<file path="src/rtl/core/nll_pkg.sv">
// ----------------------------------------------------------------------------
// nll_pkg
// Shared types, codes and helpers for the nonlinear ladder low-pass core.
// ----------------------------------------------------------------------------
package nll_pkg;

    // Multiplier and accumulator widths
    localparam int MUL_A_W = 33;
    localparam int MUL_B_W = 32;
    localparam int PROD_W  = 65;
    localparam int ACC_W   = 66;

    // Configuration port
    localparam int CFG_IDX_W  = 2;
    localparam int CFG_DATA_W = 17;

    localparam logic [CFG_IDX_W-1:0] CFG_CUTOFF    = 2'd0;
    localparam logic [CFG_IDX_W-1:0] CFG_RESONANCE = 2'd1;
    localparam logic [CFG_IDX_W-1:0] CFG_DRIVE     = 2'd2;

    // Feedback weights, Q0.30
    localparam logic signed [31:0] W_CUR = 32'sd387503761;
    localparam logic signed [31:0] W_H1  = 32'sd448061726;
    localparam logic signed [31:0] W_H2  = 32'sd191014376;
    localparam logic signed [31:0] W_H3  = 32'sd47215112;

    // Datapath operations
    typedef logic [4:0] op_t;
    localparam op_t OP_NONE      = 5'd0;
    localparam op_t OP_LOAD      = 5'd1;
    localparam op_t OP_MUL_DRV   = 5'd2;
    localparam op_t OP_SET_X     = 5'd3;
    localparam op_t OP_SH_LOAD   = 5'd4;
    localparam op_t OP_MUL_SQ    = 5'd5;
    localparam op_t OP_DIV_INIT  = 5'd6;
    localparam op_t OP_DIV_STEP  = 5'd7;
    localparam op_t OP_MUL_R     = 5'd8;
    localparam op_t OP_SH_END    = 5'd9;
    localparam op_t OP_XS        = 5'd10;
    localparam op_t OP_MUL_W     = 5'd11;
    localparam op_t OP_ACC       = 5'd12;
    localparam op_t OP_FB        = 5'd13;
    localparam op_t OP_MUL_K     = 5'd14;
    localparam op_t OP_ARG       = 5'd15;
    localparam op_t OP_SAVE_A    = 5'd16;
    localparam op_t OP_MUL_CF    = 5'd17;
    localparam op_t OP_UPD       = 5'd18;
    localparam op_t OP_OUT       = 5'd19;

    // Operand selects for the shaper input
    typedef logic [2:0] sel_t;
    localparam sel_t SRC_X   = 3'd0;
    localparam sel_t SRC_ARG = 3'd1;
    localparam sel_t SRC_S1  = 3'd2;
    localparam sel_t SRC_S2  = 3'd3;
    localparam sel_t SRC_S3  = 3'd4;
    localparam sel_t SRC_S4  = 3'd5;

    typedef struct packed {
        op_t  op;
        sel_t sel;
        logic first;
    } cmd_t;

    typedef struct packed {
        logic out_free;
    } status_t;

    // Saturate a wide signed value to the 32-bit range
    function automatic logic signed [31:0] sat32(input logic signed [ACC_W-1:0] v);
        logic signed [ACC_W-1:0] hi;
        logic signed [ACC_W-1:0] lo;
        hi = {{(ACC_W-31){1'b0}}, {31{1'b1}}};
        lo = ~hi;
        if (v > hi)
            return 32'sh7FFFFFFF;
        else if (v < lo)
            return 32'sh80000000;
        else
            return v[31:0];
    endfunction

endpackage

</file>
<file path="src/rtl/core/nll_datapath.sv">
// ----------------------------------------------------------------------------
// nll_datapath
// Registers, shared multiplier, restoring divider and output register.
// ----------------------------------------------------------------------------
module nll_datapath
    import nll_pkg::*;
#(
    parameter int FRAC_BITS    = 24,
    parameter int SAMPLE_WIDTH = 16
)
(
    input  logic                           clk,
    input  logic                           rst_n,
    input  logic                           cfg_we,
    input  logic [CFG_IDX_W-1:0]           cfg_index,
    input  logic [CFG_DATA_W-1:0]          cfg_data,
    input  logic signed [SAMPLE_WIDTH-1:0] sample_in,
    input  cmd_t                           cmd,
    output status_t                        status,
    output logic [SAMPLE_WIDTH-1:0]        sample_out,
    output logic                           out_valid,
    input  logic                           out_ready
);

    localparam int QUO_W = FRAC_BITS + 1;
    localparam logic [63:0] C27 = 64'd27 << FRAC_BITS;
    localparam logic signed [63:0] Y_HI = (64'sd1 <<< (SAMPLE_WIDTH - 1)) - 64'sd1;
    localparam logic signed [63:0] Y_LO = -(64'sd1 <<< (SAMPLE_WIDTH - 1));

    logic [16:0]              cutoff_reg;
    logic [16:0]              res_reg;
    logic [15:0]              drive_reg;
    logic signed [31:0]       s_reg [4];
    logic signed [31:0]       h_reg [3];
    logic                     valid_reg;
    logic signed [31:0]       x_reg;
    logic signed [31:0]       arg_reg;
    logic signed [31:0]       fb_reg;
    logic signed [31:0]       sh_x_reg;
    logic signed [31:0]       sh_y_reg;
    logic signed [31:0]       a_reg;
    logic signed [PROD_W-1:0] prod_reg;
    logic signed [ACC_W-1:0]  acc_reg;
    logic [63:0]              rem_reg;
    logic [63:0]              den_reg;
    logic [QUO_W-1:0]         nlo_reg;
    logic [QUO_W-1:0]         quo_reg;
    logic [SAMPLE_WIDTH-1:0]  out_reg;

    logic [16:0]              cf;
    logic [18:0]              kq;
    logic signed [31:0]       x_in;
    logic signed [63:0]       y_wide;
    logic [SAMPLE_WIDTH-1:0]  y_sat;
    logic signed [MUL_A_W-1:0] mul_a;
    logic signed [MUL_B_W-1:0] mul_b;
    logic signed [PROD_W-1:0] prod_c;
    logic signed [PROD_W-1:0] prod_sh12;
    logic signed [PROD_W-1:0] prod_sh16;
    logic signed [PROD_W-1:0] prod_shf;
    logic signed [ACC_W-1:0]  acc_sh30;
    logic [63:0]              q_w;
    logic [63:0]              num_w;
    logic [63:0]              den_w;
    logic [64:0]              rem2;
    logic                     ge;
    logic signed [31:0]       sh_src;

    // Clamp coefficients to one
    assign cf = (cutoff_reg > 17'd65536) ? 17'd65536 : cutoff_reg;
    assign kq = {((res_reg > 17'd65536) ? 17'd65536 : res_reg), 2'b00};

    // Scale the sample to unit range and back
    generate
        if (FRAC_BITS >= SAMPLE_WIDTH - 1) begin : g_up
            assign x_in   = 32'(sample_in) <<< (FRAC_BITS - SAMPLE_WIDTH + 1);
            assign y_wide = 64'(fb_reg) >>> (FRAC_BITS - SAMPLE_WIDTH + 1);
        end
        else begin : g_dn
            assign x_in   = 32'(sample_in >>> (SAMPLE_WIDTH - 1 - FRAC_BITS));
            assign y_wide = 64'(fb_reg) <<< (SAMPLE_WIDTH - 1 - FRAC_BITS);
        end
    endgenerate

    assign y_sat = (y_wide > Y_HI) ? Y_HI[SAMPLE_WIDTH-1:0] :
                   (y_wide < Y_LO) ? Y_LO[SAMPLE_WIDTH-1:0] : y_wide[SAMPLE_WIDTH-1:0];

    // Select multiplier operands
    always_comb
    begin
        mul_a = '0;
        mul_b = '0;
        case (cmd.op)
            OP_MUL_DRV:
            begin
                mul_a = MUL_A_W'(x_reg);
                mul_b = MUL_B_W'(drive_reg);
            end
            OP_MUL_SQ:
            begin
                mul_a = MUL_A_W'(sh_x_reg);
                mul_b = sh_x_reg;
            end
            OP_MUL_R:
            begin
                mul_a = MUL_A_W'(sh_x_reg);
                mul_b = MUL_B_W'(quo_reg);
            end
            OP_MUL_W:
            begin
                case (sel_t'(cmd.sel))
                    3'd0:
                    begin
                        mul_a = MUL_A_W'(s_reg[3]);
                        mul_b = W_CUR;
                    end
                    3'd1:
                    begin
                        mul_a = MUL_A_W'(h_reg[0]);
                        mul_b = W_H1;
                    end
                    3'd2:
                    begin
                        mul_a = MUL_A_W'(h_reg[1]);
                        mul_b = W_H2;
                    end
                    default:
                    begin
                        mul_a = MUL_A_W'(h_reg[2]);
                        mul_b = W_H3;
                    end
                endcase
            end
            OP_MUL_K:
            begin
                mul_a = MUL_A_W'(fb_reg);
                mul_b = MUL_B_W'(kq);
            end
            OP_MUL_CF:
            begin
                mul_a = MUL_A_W'(a_reg) - MUL_A_W'(sh_y_reg);
                mul_b = MUL_B_W'(cf);
            end
            default:
            begin
                mul_a = '0;
                mul_b = '0;
            end
        endcase
    end

    assign prod_c    = mul_a * mul_b;
    assign prod_sh12 = prod_reg >>> 12;
    assign prod_sh16 = prod_reg >>> 16;
    assign prod_shf  = prod_reg >>> FRAC_BITS;
    assign acc_sh30  = acc_reg >>> 30;

    // Divider setup from the squared value
    assign q_w   = 64'(prod_reg[63:FRAC_BITS]);
    assign num_w = (C27 + q_w) << FRAC_BITS;
    assign den_w = C27 + (q_w << 3) + q_w;

    // One restoring division step
    assign rem2 = {rem_reg, nlo_reg[QUO_W-1]};
    assign ge   = (rem2 >= {1'b0, den_reg});

    // Shaper input select
    always_comb
    begin
        case (cmd.sel)
            SRC_X:   sh_src = x_reg;
            SRC_ARG: sh_src = arg_reg;
            SRC_S1:  sh_src = s_reg[0];
            SRC_S2:  sh_src = s_reg[1];
            SRC_S3:  sh_src = s_reg[2];
            default: sh_src = s_reg[3];
        endcase
    end

    // Configuration, ladder state and output valid
    always_ff @(posedge clk or negedge rst_n)
    begin
        if (!rst_n)
        begin
            cutoff_reg <= 17'd65536;
            res_reg    <= 17'd0;
            drive_reg  <= 16'd4096;
            for (int i = 0; i < 4; i++)
            begin
                s_reg[i] <= '0;
            end
            for (int i = 0; i < 3; i++)
            begin
                h_reg[i] <= '0;
            end
            valid_reg <= 1'b0;
        end
        else
        begin
            if (cfg_we)
            begin
                unique case (cfg_index)
                    CFG_CUTOFF:    cutoff_reg <= cfg_data;
                    CFG_RESONANCE: res_reg    <= cfg_data;
                    CFG_DRIVE:     drive_reg  <= cfg_data[15:0];
                    default:       ;
                endcase
            end
            if (cmd.op == OP_FB)
            begin
                h_reg[2] <= h_reg[1];
                h_reg[1] <= h_reg[0];
                h_reg[0] <= s_reg[3];
            end
            if (cmd.op == OP_UPD)
            begin
                s_reg[cmd.sel[1:0]] <= sat32(ACC_W'(s_reg[cmd.sel[1:0]]) + ACC_W'(prod_sh16));
            end
            if (cmd.op == OP_OUT)
                valid_reg <= 1'b1;
            else if (out_ready)
                valid_reg <= 1'b0;
        end
    end

    // Working registers
    always_ff @(posedge clk)
    begin
        case (cmd.op)
            OP_MUL_DRV, OP_MUL_SQ, OP_MUL_R, OP_MUL_W, OP_MUL_K, OP_MUL_CF:
                prod_reg <= prod_c;
            default: ;
        endcase
        case (cmd.op)
            OP_LOAD:     x_reg <= x_in;
            OP_SET_X:    x_reg <= sat32(ACC_W'(prod_sh12));
            OP_XS:       x_reg <= sh_y_reg;
            OP_SH_LOAD:  sh_x_reg <= sh_src;
            OP_SH_END:   sh_y_reg <= sat32(ACC_W'(prod_shf));
            OP_ACC:      acc_reg <= (cmd.first ? '0 : acc_reg) + ACC_W'(prod_reg);
            OP_FB:       fb_reg <= sat32(acc_sh30);
            OP_ARG:      arg_reg <= sat32(ACC_W'(x_reg) - ACC_W'(prod_sh16));
            OP_SAVE_A:   a_reg <= sh_y_reg;
            OP_OUT:      out_reg <= y_sat;
            OP_DIV_INIT:
            begin
                rem_reg <= num_w >> QUO_W;
                nlo_reg <= num_w[QUO_W-1:0];
                den_reg <= den_w;
                quo_reg <= '0;
            end
            OP_DIV_STEP:
            begin
                rem_reg <= ge ? 64'(rem2 - {1'b0, den_reg}) : rem2[63:0];
                nlo_reg <= {nlo_reg[QUO_W-2:0], 1'b0};
                quo_reg <= {quo_reg[QUO_W-2:0], ge};
            end
            default: ;
        endcase
    end

    assign status.out_free = !valid_reg || out_ready;
    assign sample_out      = out_reg;
    assign out_valid       = valid_reg;

endmodule

</file>
<file path="src/rtl/core/nll_ctrl.sv">
// ----------------------------------------------------------------------------
// nll_ctrl
// Sequencer that walks one sample through drive, shaper, feedback and stages.
// ----------------------------------------------------------------------------
module nll_ctrl
    import nll_pkg::*;
#(
    parameter int FRAC_BITS = 24
)
(
    input  logic    clk,
    input  logic    rst_n,
    input  logic    in_valid,
    output logic    in_ready,
    input  status_t status,
    output cmd_t    cmd
);

    localparam int BIT_W = $clog2(FRAC_BITS + 1);

    localparam logic [4:0] ST_IDLE    = 5'd0;
    localparam logic [4:0] ST_DRV_MUL = 5'd1;
    localparam logic [4:0] ST_DRV_SET = 5'd2;
    localparam logic [4:0] ST_SH_LOAD = 5'd3;
    localparam logic [4:0] ST_SH_SQ   = 5'd4;
    localparam logic [4:0] ST_SH_INIT = 5'd5;
    localparam logic [4:0] ST_SH_DIV  = 5'd6;
    localparam logic [4:0] ST_SH_MUL  = 5'd7;
    localparam logic [4:0] ST_SH_END  = 5'd8;
    localparam logic [4:0] ST_X_SET   = 5'd9;
    localparam logic [4:0] ST_W_MUL   = 5'd10;
    localparam logic [4:0] ST_W_ACC   = 5'd11;
    localparam logic [4:0] ST_FB      = 5'd12;
    localparam logic [4:0] ST_K_MUL   = 5'd13;
    localparam logic [4:0] ST_ARG     = 5'd14;
    localparam logic [4:0] ST_SAVE_A  = 5'd15;
    localparam logic [4:0] ST_CF_MUL  = 5'd16;
    localparam logic [4:0] ST_UPD     = 5'd17;
    localparam logic [4:0] ST_OUT     = 5'd18;

    localparam logic [1:0] RET_X = 2'd0;
    localparam logic [1:0] RET_A = 2'd1;
    localparam logic [1:0] RET_B = 2'd2;

    logic [4:0]       state_reg, state_next;
    logic [1:0]       ret_reg, ret_next;
    logic [1:0]       stage_reg, stage_next;
    logic [1:0]       wcnt_reg, wcnt_next;
    logic [BIT_W-1:0] bit_reg, bit_next;

    // Hold control state
    always_ff @(posedge clk or negedge rst_n)
    begin
        if (!rst_n)
        begin
            state_reg <= ST_IDLE;
            ret_reg   <= RET_X;
            stage_reg <= '0;
            wcnt_reg  <= '0;
            bit_reg   <= '0;
        end
        else
        begin
            state_reg <= state_next;
            ret_reg   <= ret_next;
            stage_reg <= stage_next;
            wcnt_reg  <= wcnt_next;
            bit_reg   <= bit_next;
        end
    end

    assign in_ready = (state_reg == ST_IDLE);

    // Advance through the sample schedule
    always_comb
    begin
        state_next = state_reg;
        ret_next   = ret_reg;
        stage_next = stage_reg;
        wcnt_next  = wcnt_reg;
        bit_next   = bit_reg;
        cmd        = '{op: OP_NONE, sel: SRC_X, first: 1'b0};
        unique case (state_reg)
            ST_IDLE:
            begin
                if (in_valid)
                begin
                    cmd.op     = OP_LOAD;
                    state_next = ST_DRV_MUL;
                end
            end
            ST_DRV_MUL:
            begin
                cmd.op     = OP_MUL_DRV;
                state_next = ST_DRV_SET;
            end
            ST_DRV_SET:
            begin
                cmd.op     = OP_SET_X;
                ret_next   = RET_X;
                state_next = ST_SH_LOAD;
            end
            ST_SH_LOAD:
            begin
                cmd.op = OP_SH_LOAD;
                if (ret_reg == RET_X)
                    cmd.sel = SRC_X;
                else if (ret_reg == RET_A)
                    cmd.sel = SRC_ARG + sel_t'(stage_reg);
                else
                    cmd.sel = SRC_S1 + sel_t'(stage_reg);
                state_next = ST_SH_SQ;
            end
            ST_SH_SQ:
            begin
                cmd.op     = OP_MUL_SQ;
                state_next = ST_SH_INIT;
            end
            ST_SH_INIT:
            begin
                cmd.op     = OP_DIV_INIT;
                bit_next   = '0;
                state_next = ST_SH_DIV;
            end
            ST_SH_DIV:
            begin
                cmd.op = OP_DIV_STEP;
                if (bit_reg == BIT_W'(FRAC_BITS))
                    state_next = ST_SH_MUL;
                else
                    bit_next = bit_reg + 1'b1;
            end
            ST_SH_MUL:
            begin
                cmd.op     = OP_MUL_R;
                state_next = ST_SH_END;
            end
            ST_SH_END:
            begin
                cmd.op = OP_SH_END;
                if (ret_reg == RET_X)
                    state_next = ST_X_SET;
                else if (ret_reg == RET_A)
                    state_next = ST_SAVE_A;
                else
                    state_next = ST_CF_MUL;
            end
            ST_X_SET:
            begin
                cmd.op     = OP_XS;
                wcnt_next  = '0;
                state_next = ST_W_MUL;
            end
            ST_W_MUL:
            begin
                cmd.op     = OP_MUL_W;
                cmd.sel    = sel_t'(wcnt_reg);
                state_next = ST_W_ACC;
            end
            ST_W_ACC:
            begin
                cmd.op    = OP_ACC;
                cmd.first = (wcnt_reg == 2'd0);
                if (wcnt_reg == 2'd3)
                    state_next = ST_FB;
                else
                begin
                    wcnt_next  = wcnt_reg + 1'b1;
                    state_next = ST_W_MUL;
                end
            end
            ST_FB:
            begin
                cmd.op     = OP_FB;
                state_next = ST_K_MUL;
            end
            ST_K_MUL:
            begin
                cmd.op     = OP_MUL_K;
                state_next = ST_ARG;
            end
            ST_ARG:
            begin
                cmd.op     = OP_ARG;
                stage_next = '0;
                ret_next   = RET_A;
                state_next = ST_SH_LOAD;
            end
            ST_SAVE_A:
            begin
                cmd.op     = OP_SAVE_A;
                ret_next   = RET_B;
                state_next = ST_SH_LOAD;
            end
            ST_CF_MUL:
            begin
                cmd.op     = OP_MUL_CF;
                state_next = ST_UPD;
            end
            ST_UPD:
            begin
                cmd.op  = OP_UPD;
                cmd.sel = sel_t'(stage_reg);
                if (stage_reg == 2'd3)
                    state_next = ST_OUT;
                else
                begin
                    stage_next = stage_reg + 1'b1;
                    ret_next   = RET_A;
                    state_next = ST_SH_LOAD;
                end
            end
            ST_OUT:
            begin
                if (status.out_free)
                begin
                    cmd.op     = OP_OUT;
                    state_next = ST_IDLE;
                end
            end
            default:
            begin
                state_next = ST_IDLE;
            end
        endcase
    end

endmodule

</file>
<file path="src/rtl/core/nonlinear_ladder_lowpass.sv">
// ----------------------------------------------------------------------------
// nonlinear_ladder_lowpass
// Four-pole nonlinear ladder low-pass with drive, soft clipping and resonance.
// Each sample takes nine shaper passes, each running a FRAC_BITS+1 step divider.
// One sample is in work at a time; the next transfer is taken once the result
// is in the output register, which may still wait for m_tready.
// Reset: asynchronous, clears stages, history and output valid, sets config registers to defaults.
// ----------------------------------------------------------------------------
module nonlinear_ladder_lowpass
    import nll_pkg::*;
#(
    parameter int FRAC_BITS    = 24,
    parameter int SAMPLE_WIDTH = 16,
    localparam int TDATA_W     = ((SAMPLE_WIDTH + 7) / 8) * 8
)
(
    input  logic                  clk,
    input  logic                  rst_n,
    input  logic                  s_tvalid,
    output logic                  s_tready,
    input  logic [TDATA_W-1:0]    s_tdata,   // sample_in
    output logic                  m_tvalid,
    input  logic                  m_tready,
    output logic [TDATA_W-1:0]    m_tdata,   // sample_out
    input  logic                  cfg_we,
    input  logic [CFG_IDX_W-1:0]  cfg_index,
    input  logic [CFG_DATA_W-1:0] cfg_data
);

    cmd_t                    cmd;
    status_t                 status;
    logic [SAMPLE_WIDTH-1:0] sample_out;

    // Sequencer
    nll_ctrl #(
        .FRAC_BITS(FRAC_BITS)
    ) u_ctrl (
        .clk      (clk),
        .rst_n    (rst_n),
        .in_valid (s_tvalid),
        .in_ready (s_tready),
        .status   (status),
        .cmd      (cmd)
    );

    // Arithmetic and state
    nll_datapath #(
        .FRAC_BITS    (FRAC_BITS),
        .SAMPLE_WIDTH (SAMPLE_WIDTH)
    ) u_dp (
        .clk        (clk),
        .rst_n      (rst_n),
        .cfg_we     (cfg_we),
        .cfg_index  (cfg_index),
        .cfg_data   (cfg_data),
        .sample_in  ($signed(s_tdata[SAMPLE_WIDTH-1:0])),
        .cmd        (cmd),
        .status     (status),
        .sample_out (sample_out),
        .out_valid  (m_tvalid),
        .out_ready  (m_tready)
    );

    assign m_tdata = TDATA_W'(sample_out);

endmodule

</file>
<file path="config.mk">
export PLATFORM = sky130hd
export DESIGN_NAME = nonlinear_ladder_lowpass
export DESIGN_NICKNAME = d
export VERILOG_FILES = /design/src/rtl/core/nll_pkg.sv /design/src/rtl/core/nll_datapath.sv /design/src/rtl/core/nll_ctrl.sv /design/src/rtl/core/nonlinear_ladder_lowpass.sv
export SDC_FILE = /design/constraint.sdc
export NUM_CORES = 2
export LEC_CHECK = 0
export ABC_AREA = 1
export BUFFER_PORTS_ARGS = -buffer_cell sky130_fd_sc_hd__buf_2
export CORE_ASPECT_RATIO = 1.2
export CORE_UTILIZATION = 55
export DETAILED_ROUTE_END_ITERATION = 7
export PLACE_DENSITY = 0.71
export REMOVE_ABC_BUFFERS = 1
export SETUP_SLACK_MARGIN = 0.1
export SLEW_MARGIN = 10
export SYNTH_ARGS = -nofsm -noshare
export SYNTH_HDL_FRONTEND = slang
export SYNTH_SLANG_ARGS = --single-unit
</file>
<file path="constraint.sdc">
create_clock -name clk -period 26 [get_ports clk]
set_input_delay 1.3 -clock clk [delete_from_list [all_inputs] [get_ports clk]]
set_output_delay 1.3 -clock clk [all_outputs]
set_load 0.02 [all_outputs]
</file>
==> run_summary.xml <==
<?xml version="1.0" encoding="UTF-8"?>
<metrics>
  <group name="routing">
    <metric name="drt_first_iter_violations" unit="">8373</metric>
    <metric name="drtPass1Iterations" unit="">7</metric>
    <metric name="drt.antenna.violating_nets" unit="">0</metric>
    <metric name="routed_wl" unit="mm">363.7</metric>
    <metric name="vias" unit="">83232</metric>
    <metric name="post-route-drc-count" unit="">0</metric>
    <metric name="routedWlPerCell" unit="µm">25.61</metric>
    <metric name="viasPerCell" unit="">5.862</metric>
  </group>
  <group name="setup_path">
    <metric name="worstRegToRegCells" unit="">36</metric>
    <metric name="critical_path.max_stage_delay" unit="ps">890</metric>
    <metric name="critical_path_arrival" unit="ps">13020</metric>
    <metric name="criticalPathCategory" unit="">reg -&gt; reg</metric>
    <metric name="r2r_setup_slack" unit="ps">13450</metric>
    <metric name="regToRegEndpoint" unit="">u_dp.prod_reg[52]</metric>
    <metric name="critPathBufInv" unit="">11</metric>
    <metric name="worstSetupPathDepth" unit="">36</metric>
    <metric name="worst-path-max-fanout" unit="">63</metric>
    <metric name="worstSetupEndpointType" unit="">flop</metric>
    <metric name="cp-start-kind" unit="">flop</metric>
    <metric name="crit_family" unit="">adder cells</metric>
    <metric name="critical-path-slowest-cell" unit="">fa_1</metric>
    <metric name="critical_path_required" unit="ps">26470</metric>
    <metric name="crit_path_start" unit="">u_ctrl.state_reg[3]</metric>
    <metric name="critical_path.reg2reg.startpoint" unit="">u_ctrl.state_reg[3]</metric>
  </group>
  <group name="sta">
    <metric name="fin_setup_tns" unit="ps">0</metric>
    <metric name="post-route-period-util" unit="%">48.25</metric>
    <metric name="worst_slew_margin_rel" unit="%">-0.6708</metric>
    <metric name="timing.final.crit_period" unit="ps">12550</metric>
    <metric name="rsz0062_at_grt" unit="">no</metric>
    <metric name="finalSetupViolCount" unit="">0</metric>
    <metric name="max_freq" unit="MHz">79.71</metric>
    <metric name="final.setup_skew" unit="ps">50.56</metric>
    <metric name="final-hold-violation-count" unit="">0</metric>
    <metric name="timing_worst_slew_pin_value" unit="ps">1510</metric>
    <metric name="final.hold.worst_slack" unit="ps">460.1</metric>
    <metric name="drv_slew" unit="">2</metric>
  </group>
  <group name="clock_tree">
    <metric name="clkLatencyLatePin" unit="ps">730</metric>
    <metric name="total_setup_buffers_inserted_after_cts" unit="">0</metric>
    <metric name="ctsHtreeMaxLevel" unit="">3</metric>
    <metric name="cts.reportedPaths.clkPinSlew" unit="ps">70</metric>
    <metric name="tritoncts" unit="">done</metric>
    <metric name="cts_buffers" unit="">80</metric>
    <metric name="clk_root_buffer_cell" unit="">clkbuf_16</metric>
    <metric name="post_cts.resized_instances" unit="">0</metric>
    <metric name="numClockSinks" unit="">765</metric>
    <metric name="cts_buffer_depth" unit="">3</metric>
    <metric name="hold_fix_buffer_count_after_cts" unit="">0</metric>
  </group>
  <group name="layout">
    <metric name="area.growth.synth_to_final" unit="%">6.204</metric>
    <metric name="final_core_util" unit="%">58.86</metric>
    <metric name="proportion_of_layout_cells_with_a_drive_suffix_above_1" unit="%">3.992</metric>
    <metric name="fill_cells" unit="">15605</metric>
    <metric name="largest_reg_flops" unit="">128</metric>
    <metric name="final_nets" unit="">13510</metric>
  </group>
  <group name="status">
    <metric name="outcome" unit="">complete, but fails checks</metric>
    <metric name="violations" unit="">capacitance limit, slew limit</metric>
  </group>
  <group name="floorplanning">
    <metric name="dieHeight" unit="µm">450.9</metric>
    <metric name="die-width" unit="µm">376.1</metric>
    <metric name="placeableCoreArea" unit="µm²">166600</metric>
    <metric name="rows" unit="">164</metric>
    <metric name="io_pins" unit="">58</metric>
    <metric name="initial_core_util" unit="%">55.42</metric>
    <metric name="die-area" unit="µm²">169500</metric>
  </group>
  <group name="pwr">
    <metric name="worst_ir_drop_vdd" unit="µV">134.1</metric>
    <metric name="power_frac_clock" unit="%">8.4</metric>
    <metric name="power.sequential.fraction" unit="%">15.1</metric>
    <metric name="p_switching" unit="mW">8.702</metric>
    <metric name="comb_power_share" unit="%">76.5</metric>
    <metric name="p_leak" unit="nW">50.63</metric>
    <metric name="cellPowerDensity" unit="nW/µm²">150.9</metric>
    <metric name="switching_share" unit="%">58.80</metric>
    <metric name="internal_power" unit="mW">6.098</metric>
  </group>
  <group name="logic_synthesis">
    <metric name="distinct_cell_type_count_of_the_synthesized_netlist" unit="">68</metric>
    <metric name="synth_area" unit="µm²">92340</metric>
    <metric name="synth_top_family_by_area" unit="">adder cells</metric>
    <metric name="synth_simple_gate_area_share" unit="%">18.45</metric>
    <metric name="ys_seq_elements" unit="">765</metric>
    <metric name="synthArstFlopShare" unit="%">38.04</metric>
    <metric name="syn_inst" unit="">11951</metric>
    <metric name="arithmetic_cell_share_of_the_synthesized_area_counting_full_adders_half_adders_and_majority_gates" unit="%">30.63</metric>
    <metric name="synth.top_cells.by_count" unit="">2801 x inv_1, 2785 x nand2_1, 1118 x fa_1</metric>
    <metric name="synth.mux.area_fraction" unit="%">0</metric>
    <metric name="yosysWarningCount" unit="">0</metric>
    <metric name="synthesis.area_per_instance" unit="µm²">7.727</metric>
    <metric name="synth_compound_area_share" unit="%">11.36</metric>
    <metric name="post_synth_xor_xnor_area" unit="%">2.893</metric>
    <metric name="synth.most_common_cell" unit="">inv_1</metric>
    <metric name="biggest_area_contributors_in_the_synthesized_netlist" unit="">fa_1 24%, edfxtp_1 15%, inv_1 11%, nand2_1 11%, dfrtp_1 7.8%</metric>
    <metric name="count_of_flip_flops_with_a_built_in_enable_after_synthesis" unit="">474</metric>
    <metric name="synth_seq_area_share" unit="%">23.30</metric>
    <metric name="synth.largest_area_cell" unit="">fa_1</metric>
    <metric name="ys.flop_type" unit="">edfxtp_1</metric>
    <metric name="synth_top_cell_area_share" unit="%">24.24</metric>
  </group>
  <group name="min_path">
    <metric name="timing.hold.worst.class" unit="">reg -&gt; reg</metric>
    <metric name="worstHoldStart" unit="">u_dp.sh_y_reg[22]</metric>
    <metric name="hold-path-cell-count" unit="">0</metric>
    <metric name="hold_path_end" unit="">u_dp.a_reg[22]</metric>
  </group>
  <group name="global_route">
    <metric name="grt_pass1_vias" unit="">86495</metric>
    <metric name="globalRouteOverflowTotal" unit="">0</metric>
    <metric name="grt_first_pass_wirelength" unit="mm">535.7</metric>
    <metric name="antenna_found_initial" unit="">14</metric>
    <metric name="grt_max_degree" unit="">111</metric>
    <metric name="overall_global_routing_resource_usage" unit="%">43.06</metric>
  </group>
  <group name="placed_design">
    <metric name="numPortBuffers" unit="">57</metric>
    <metric name="place.gp.congestion" unit="">1.048</metric>
    <metric name="post-dp-hpwl" unit="mm">289.9</metric>
  </group>
  <group name="flow_run">
    <metric name="timing.max_cap.violations" unit="">2</metric>
  </group>
</metrics>
==> placed cells by master, fill, tap and decap left out, types with 20 or more instances in the layout <==
master     count
fa_1        1118
buf_4        167
nand4_1       93
clkbuf_16     80
o21ai_0      670
buf_2         59
a21boi_0      20
a21o_1        31
nor4_1        41
a311oi_1      30
a31oi_1       67
edfxtp_1     474
o211ai_1      67
o22ai_1       58
inv_2         30
xnor2_1      113
o21bai_1      42
inv_1       2800
o221ai_1      38
a221oi_1      59
nand3_1      265
nor2_1       922
nor3_1        72
nand2_1     2783
a21oi_1      591
ha_1         472
a22oi_1       24
o21a_1        23
xor2_1       192
dfrtp_1      289
==> layout make-up <==
type	count	area (µm²)	area share, %
multi-input combinational	7965	58720	59.87
sequential	765	21520	21.94
inverter	2839	10660	10.87
tap	2241	2804	2.859
clock buffer	99	2143	2.185
timing repair buffer	229	1579	1.610
clock inverter	51	621.8	0.6341
antenna	10	25.02	0.02552
==> power groups by stage <==
stage | Clock, mW | Sequential [mW] | Combinational, mW
detailed placement | 0 | 2.22 | 11.1
floorplan | 0 | 2.05 | 7.26
finish | 1.25 | 2.23 | 11.3
CTS | 1.24 | 2.20 | 11.1
global route | 1.29 | 2.22 | 12.4
global placement | 0 | 2.22 | 11.0
==> worst register-to-register path, delay by kind of cell, from the launching register on <==
kind                     cells  cell delay [ps]
AO/OA/AOI/OAI                3             1040
adder cells (fa/ha/maj)      9             4880
buffers and inverters       11             2100
flip-flops                   1              420
AND/OR/NAND/NOR             13             3860
==> cells by family (layout without fill, tap and decap cells) <==
| group | after synthesis | after routing |
|---|---|---|
| xor gates and xnor gates | 305 | 305 |
| other | 2 | 12 |
| DFF | 765 | 765 |
| and+or+nand+nor | 4263 | 4263 |
| adders and majority gates | 1590 | 1590 |
| buffers and inverters | 3221 | 3218 |
| AOI/OAI and AO/OA | 1805 | 1805 |
==> layer usage <==
metal | vias up | track usage (%) | routed length, µm
li1 | 36758 | - | -
met1 | 40269 | 47.39 | 121400
met2 | 4723 | 70.92 | 170200
met3 | 1472 | 8.483 | 32440
met4 | 10 | 38.12 | 39610
met5 | - | 0 | 66
==> metrics by stage <==
stage / power (mW) / instances / worst slack, ps / instance area, µm²
floorplan: 9.302 / 11569 / 14380 / 90680
global placement: 13.18 / 14034 / 13530 / 95240
detailed placement: 13.31 / 14034 / 13480 / 95240
CTS: 14.58 / 14184 / 13430 / 98010
global route: 15.89 / 14191 / 12700 / 98050
finish: 14.80 / 14199 / 13450 / 98070
==> how the worst max path moves through the flow <==
stage                                   end  slack [ps]
final                     u_dp.prod_reg[52]       13450
after global placement    u_dp.prod_reg[52]       13530
after floorplan           u_dp.prod_reg[61]       14380
after global routing      u_dp.prod_reg[52]       12700
after CTS                 u_dp.prod_reg[52]       13430
after detailed placement  u_dp.prod_reg[52]       13480
(Power assumes the default switching activity.)
